[src/rtl/spq_pkg.sv]
// Shared types and constants for the sorted priority queue.
`timescale 1ns / 1ps
`default_nettype none

package spq_pkg;

    // Default depth of the queue
    localparam int DEFAULT_CAPACITY = 16;

    // Field widths
    localparam int VALUE_W  = 32;
    localparam int PRIO_W   = 16;
    localparam int COUNT_W  = 5;
    localparam int STATUS_W = 2;

    // Request kinds carried in tuser
    localparam logic MODE_PUSH = 1'b0;
    localparam logic MODE_POP  = 1'b1;

    // Result status codes
    localparam logic [STATUS_W-1:0] STATUS_OK         = 2'd0;
    localparam logic [STATUS_W-1:0] STATUS_PUSH_FULL  = 2'd1;
    localparam logic [STATUS_W-1:0] STATUS_POP_EMPTY  = 2'd2;

    // One stored entry
    typedef struct packed {
        logic signed [VALUE_W-1:0] value;
        logic [PRIO_W-1:0]         prio;
    } t_entry;

    // Broadcast control from the top level to every cell
    typedef struct packed {
        logic   push;
        logic   pop;
        t_entry item;
    } t_ctrl;

endpackage

`default_nettype wire

[src/rtl/spq_cell.sv]
// One cell of the sorted queue chain: holds one entry and trades with its neighbors.
`timescale 1ns / 1ps
`default_nettype none

module spq_cell #(
    parameter bit FIRST = 1'b0
) (
    input  wire logic           i_clk,
    input  wire spq_pkg::t_ctrl i_ctrl,
    input  wire logic           i_valid,       // this cell holds an entry
    input  wire logic           i_left_valid,  // left neighbor holds an entry
    input  wire logic           i_left_shift,  // left neighbor moves right on push
    input  wire spq_pkg::t_entry i_left_entry,
    input  wire spq_pkg::t_entry i_right_entry,
    output spq_pkg::t_entry     o_entry,
    output logic                o_shift
);

    spq_pkg::t_entry r_entry;
    spq_pkg::t_entry n_entry;
    logic            w_behind;

    // The head yields only to a strictly smaller priority, others to equal too
    always_comb begin
        if (FIRST) begin
            w_behind = r_entry.prio > i_ctrl.item.prio;
        end else begin
            w_behind = r_entry.prio >= i_ctrl.item.prio;
        end
    end

    assign o_shift = i_valid && w_behind;
    assign o_entry = r_entry;

    // Pick the next entry: shift in from the left, take the new item, or pull from the right
    always_comb begin
        n_entry = r_entry;
        if (i_ctrl.push) begin
            if (i_left_shift) begin
                n_entry = i_left_entry;
            end else if ((o_shift || !i_valid) && i_left_valid) begin
                n_entry = i_ctrl.item;
            end
        end else if (i_ctrl.pop) begin
            n_entry = i_right_entry;
        end
    end

    always_ff @(posedge i_clk) begin
        r_entry <= n_entry;
    end

endmodule

`default_nettype wire

[src/rtl/sorted_priority_queue.sv]
// Top level of the sorted priority queue: cell chain, count and result register.
// The result of an accepted request is registered and appears in the cycle after acceptance.
// Throughput: 1 request per cycle while the result output is not stalled; every cell compares and moves in parallel,
// so one update of the cell chain per cycle sets the rate.
// Reset (synchronous, active low) empties the queue and drops any pending result;
// stored entries are not cleared and are never read before being written.
`timescale 1ns / 1ps
`default_nettype none

module sorted_priority_queue #(
    parameter int CAPACITY = spq_pkg::DEFAULT_CAPACITY
) (
    input  wire logic        i_clk,
    input  wire logic        i_rst_n,
    input  wire logic        s_axis_tvalid,
    output logic             s_axis_tready,
    input  wire logic [47:0] s_axis_tdata,   // [31:0] item_value, [47:32] item_priority
    input  wire logic        s_axis_tuser,   // [0] mode
    output logic             m_axis_tvalid,
    input  wire logic        m_axis_tready,
    output logic [95:0]      m_axis_tdata    // [31:0] removed_value, [63:32] head_value,
                                             // [79:64] head_priority, [84:80] entry_count,
                                             // [85] is_empty, [86] is_full,
                                             // [88:87] status, [95:89] zero
);

    localparam int CW = $clog2(CAPACITY + 1);

    logic [CW-1:0]     r_count;
    logic [CW-1:0]     n_count;
    logic              r_out_valid;
    logic [95:0]       r_out_data;
    logic [95:0]       n_out_data;

    spq_pkg::t_ctrl    w_ctrl;
    spq_pkg::t_entry   w_entry [CAPACITY];
    logic [CAPACITY-1:0] w_shift;
    logic [CAPACITY-1:0] w_valid;

    logic              w_accept;
    logic              w_empty;
    logic              w_full;
    logic              w_do_push;
    logic              w_do_pop;
    spq_pkg::t_entry   w_item;
    logic signed [spq_pkg::VALUE_W-1:0] w_removed;
    spq_pkg::t_entry   w_head;
    logic [spq_pkg::STATUS_W-1:0] w_status;
    logic [31:0]       w_count_ext;
    logic              w_next_empty;
    logic              w_next_full;

    // Accept a request whenever the result slot is free or draining
    assign s_axis_tready = !r_out_valid || m_axis_tready;
    assign w_accept      = s_axis_tvalid && s_axis_tready;

    assign w_item.value = s_axis_tdata[31:0];
    assign w_item.prio  = s_axis_tdata[47:32];

    assign w_empty   = (r_count == '0);
    assign w_full    = (r_count == CW'(CAPACITY));
    assign w_do_push = w_accept && (s_axis_tuser == spq_pkg::MODE_PUSH) && !w_full;
    assign w_do_pop  = w_accept && (s_axis_tuser == spq_pkg::MODE_POP) && !w_empty;

    assign w_ctrl.push = w_do_push;
    assign w_ctrl.pop  = w_do_pop;
    assign w_ctrl.item = w_item;

    // Build the chain of cells
    for (genvar k = 0; k < CAPACITY; k++) begin : g_cell
        assign w_valid[k] = (r_count > CW'(k));

        if (k == 0) begin : g_head
            spq_cell #(
                .FIRST(1'b1)
            ) u_cell (
                .i_clk         (i_clk),
                .i_ctrl        (w_ctrl),
                .i_valid       (w_valid[k]),
                .i_left_valid  (1'b1),
                .i_left_shift  (1'b0),
                .i_left_entry  (w_item),
                .i_right_entry (w_entry[(k + 1) % CAPACITY]),
                .o_entry       (w_entry[k]),
                .o_shift       (w_shift[k])
            );
        end else if (k == CAPACITY - 1) begin : g_tail
            spq_cell #(
                .FIRST(1'b0)
            ) u_cell (
                .i_clk         (i_clk),
                .i_ctrl        (w_ctrl),
                .i_valid       (w_valid[k]),
                .i_left_valid  (w_valid[k-1]),
                .i_left_shift  (w_shift[k-1]),
                .i_left_entry  (w_entry[k-1]),
                .i_right_entry (w_entry[k]),
                .o_entry       (w_entry[k]),
                .o_shift       (w_shift[k])
            );
        end else begin : g_mid
            spq_cell #(
                .FIRST(1'b0)
            ) u_cell (
                .i_clk         (i_clk),
                .i_ctrl        (w_ctrl),
                .i_valid       (w_valid[k]),
                .i_left_valid  (w_valid[k-1]),
                .i_left_shift  (w_shift[k-1]),
                .i_left_entry  (w_entry[k-1]),
                .i_right_entry (w_entry[k+1]),
                .o_entry       (w_entry[k]),
                .o_shift       (w_shift[k])
            );
        end
    end

    // Advance the count
    always_comb begin
        n_count = r_count;
        if (w_do_push) begin
            n_count = r_count + CW'(1);
        end else if (w_do_pop) begin
            n_count = r_count - CW'(1);
        end
    end

    // Work out the head after the operation
    always_comb begin
        w_head = w_entry[0];
        if (w_do_push) begin
            if (w_shift[0] || !w_valid[0]) begin
                w_head = w_item;
            end
        end else if (w_do_pop) begin
            w_head = w_entry[1];
        end
        if (n_count == '0) begin
            w_head = '0;
        end
    end

    // Status and removed data
    always_comb begin
        w_status  = spq_pkg::STATUS_OK;
        w_removed = '0;
        if (s_axis_tuser == spq_pkg::MODE_PUSH) begin
            if (w_full) begin
                w_status = spq_pkg::STATUS_PUSH_FULL;
            end
        end else begin
            if (w_empty) begin
                w_status = spq_pkg::STATUS_POP_EMPTY;
            end else begin
                w_removed = w_entry[0].value;
            end
        end
    end

    assign w_count_ext  = 32'(n_count);
    assign w_next_empty = (n_count == '0);
    assign w_next_full  = (n_count == CW'(CAPACITY));

    // Pack the result
    always_comb begin
        n_out_data        = '0;
        n_out_data[31:0]  = w_removed;
        n_out_data[63:32] = w_head.value;
        n_out_data[79:64] = w_head.prio;
        n_out_data[84:80] = w_count_ext[4:0];
        n_out_data[85]    = w_next_empty;
        n_out_data[86]    = w_next_full;
        n_out_data[88:87] = w_status;
    end

    // Hold control state
    always_ff @(posedge i_clk) begin
        if (!i_rst_n) begin
            r_count     <= '0;
            r_out_valid <= 1'b0;
        end else begin
            r_count <= n_count;
            if (w_accept) begin
                r_out_valid <= 1'b1;
            end else if (m_axis_tready) begin
                r_out_valid <= 1'b0;
            end
        end
    end

    // Capture the result
    always_ff @(posedge i_clk) begin
        if (w_accept) begin
            r_out_data <= n_out_data;
        end
    end

    assign m_axis_tvalid = r_out_valid;
    assign m_axis_tdata  = r_out_data;

endmodule

`default_nettype wire

[config.mk]
export PLATFORM = sky130hd
export DESIGN_NAME = sorted_priority_queue
export DESIGN_NICKNAME = d
export VERILOG_FILES = /design/src/rtl/spq_pkg.sv /design/src/rtl/spq_cell.sv /design/src/rtl/sorted_priority_queue.sv
export SDC_FILE = /design/constraint.sdc
export NUM_CORES = 2
export LEC_CHECK = 0
export ABC_AREA = 1
export BUFFER_PORTS_ARGS = -buffer_cell sky130_fd_sc_hd__buf_2
export CAP_MARGIN = 40
export CORE_UTILIZATION = 45
export DETAILED_ROUTE_END_ITERATION = 6
export SYNTH_ARGS = -nofsm -noshare
export SYNTH_HDL_FRONTEND = slang
export SYNTH_HIERARCHICAL = 1
export SYNTH_SLANG_ARGS = --single-unit
[constraint.sdc]
create_clock -name i_clk -period 13.3 [get_ports i_clk]
set_clock_uncertainty 0.15 [all_clocks]
set_input_delay 1.33 -clock i_clk [delete_from_list [all_inputs] [get_ports i_clk]]
set_output_delay 1.33 -clock i_clk [all_outputs]
set_load 0.02 [all_outputs]
==> results.txt <==
----------------------------------------------------
[STA]
  Post-layout worst setup margin ... 8.14 ns
  Upper clock frequency limit ... roughly 0.19 GHz
  Final Hold Fails ... 0
  Share of the clock period used by the worst path after layout ... 0.388
  Worst hold margin ... 0.407 ns
  Endpoints failing setup ... 0
  RSZ-0062 raised after global routing ... false
  Final period demand of the worst path ... a little over 5 ns
  Total negative slack for setup checks ... 0 ns
  Final Max Tran Viols ... 0
  Actual slew at the worst max-slew pin ... 1.21 ns
  Worst slew margin relative to its limit ... 0.193

[Critical path]
  Category of the worst setup path launch point ... register
  Setup slack, reg-to-reg ... between 8 and 9 ns
  Arrival time of the worst setup path ... 5.32 ns
  Worst-path maximum fanout ... 87
  Crit Path Category ... register to register
  CP Capture Type ... register
  WP data required ... approximately 13 ns

[Drt]
  Post-detailed-route wirelength per cell ... approximately 21 um
  Wirelength, routed ... 162 mm
  Detail Route Antenna Nets ... 0
  Remaining DRCs ... 7
  DRC marker count from the first detailed-route iteration ... 4642
  Total number of vias ... 44290
  First-pass detailed-route iteration total ... 7
  Via-to-Cell Ratio ... around 5.8

[Clock tree]
  Cts-stage hold buffer count ... 0
  Clock transition time at the flip-flop clock pins of the worst setup and hold paths ... 0.06 ns
  Clock Root Buffer ... clkbuf_16
  Buffers inserted by post-CTS timing repair ... 0
  Clock buffers created by TritonCTS ... 97
  Skew-Pair Late Insertion Delay ... around 0.7 ns
  Maximum clock insertion buffer count ... 3
  CTS tree ... built
  Post-CTS resize count ... 0
  Number of sinks driven by the clock tree ... 863
  Number of H-tree levels ... 3

[Cells and area]
  Highest-count cells in the layout ignoring fill and taps ... o21ai_0, nand2_1, edfxtp_1
  Most common cell after layout, fill and taps aside ... o21ai_0
  Layout Area Growth over Synthesis ... 8.95%
  Total of fill cells in the finished design ... 10878
  Count of placed standard cells in the final layout, fillers left out ... between 7000 and 8000
  Total area of sequential cells ... 25900 um2
  Area used by multi-input combinational logic ... 22200 um2
  Number of nets in the final layout ... 6335
  Proportion of layout cells with a drive suffix above 1 ... 0.0981

[Pwr]
  Power density over the cells ... 141 nW/um2
  IR Drop Worst-Case VDD ... 0.0971 mV
  Leak ... 22.7 nW
  Total Power Consumption ... 7.90 mW

[Global route]
  Overall fraction of global-route tracks in use ... 0.274
  Via count of the first global-routing pass ... 43862
  Number of antenna violations at the first check in global routing ... 10
  Overflow left after global routing ... 0
  Global-route wire length before repair ... ~250 mm
  Pin count of the biggest net entering global routing ... 282

[Die]
  Number of placement rows ... 123
  Horizontal extent of the die ... 340 um
  Initial standard-cell utilization of the core ... 0.455
  Area of the die ... 116000 um2
  Count of boundary I/O pins ... 151
  Total core area ... 113000 um2
  Y dimension of the die ... between 300 and 400 um

[Synth]
  Mapped cell area ... 51400 um2
  Syn. warnings ... 6
  Post-Synthesis Cells ... 6055
  Post-synthesis area per instance ... 8.50 um2

[Min path]
  Path category of the worst min-delay check ... register to register

[Status]
  Status ... finished with violations
  Violations in the final reports ... design-rule violations

[Placement]
  Final weighted congestion of routability-driven global placement ... 0.863
  Input/output buffers ... 143
  Worst slack at placement ... 7.55 ns
  Post-Place Cells ... between 7000 and 8000
  Placed wire-length estimate after detailed placement ... 107 mm

[Run]
  Max-cap violation count ... 0

----------------------------------------------------
[power breakdown]
part | internal, mW | leakage (nW) | switching, mW
registers | 3.45 | 8.16 | 0.259
logic | 0.429 | 13.1 | 1.11
clock network | 1.48 | 1.46 | 1.17
total | 5.36 | 22.7 | 2.54
[final timing paths]
path	startpoint	end	cells after the start
worst max-delay path	r_count[0]	g_cell[12].g_mid.u_cell/o_entry[36]	13
worst min-delay path	g_cell[12].g_mid.u_cell/o_entry[20]	g_cell[11].g_mid.u_cell/o_entry[20]	2
worst max register to register	r_count[0]	g_cell[12].g_mid.u_cell/o_entry[36]	13
worst min register to register	g_cell[12].g_mid.u_cell/o_entry[20]	g_cell[11].g_mid.u_cell/o_entry[20]	2
[stage by stage]
step | area [um2] | util
3_5_place_dp | 53000 | 0.469
4_1_cts | 56000 | 0.496
3_3_place_gp | 53000 | 0.469
5_1_grt | 56000 | 0.496
2_1_floorplan | 51500 | -
6_report | 56000 | 0.496
[worst max-delay path: stages, from the launching register on]
cell and delay [ns]:
dfxtp_1 0.35, inv_1 0.29, ha_1 0.28, nand2_1 0.09
nor2_1 0.41, nor2_4 0.08, buf_4 0.30, buf_4 0.46
buf_4 0.51, inv_1 0.13, buf_4 0.48, nor2_1 0.15
a21oi_4 0.38, buf_4 0.58
[layer usage]
metal  wire length, um  global-route usage
met5                80                   0
met2             77900               0.455
met1             68600               0.370
met4              4390              0.0856
met3             11400              0.0397
[sequential cells by signal (all words and copies together), names as in the netlist]
signal	cells
g_cell.g_mid.u_cell/o_entry	672
m_axis_tdata	89
g_cell.g_head.u_cell/o_entry	48
g_cell.g_tail.u_cell/o_entry	48
r_count	5
m_axis_tvalid	1
[final cells by class]
class	count	area share
Clock buffer	118	0.0455
Tap cell	1500	0.0335
Multi-Input combinational cell	4369	0.395
Antenna cell	2	0.0000893
Timing Repair Buffer	221	0.0240
Inverter	468	0.0321
Sequential cell	863	0.461
Clock inverter	54	0.00819
Power figures use the tool's default switching activity.
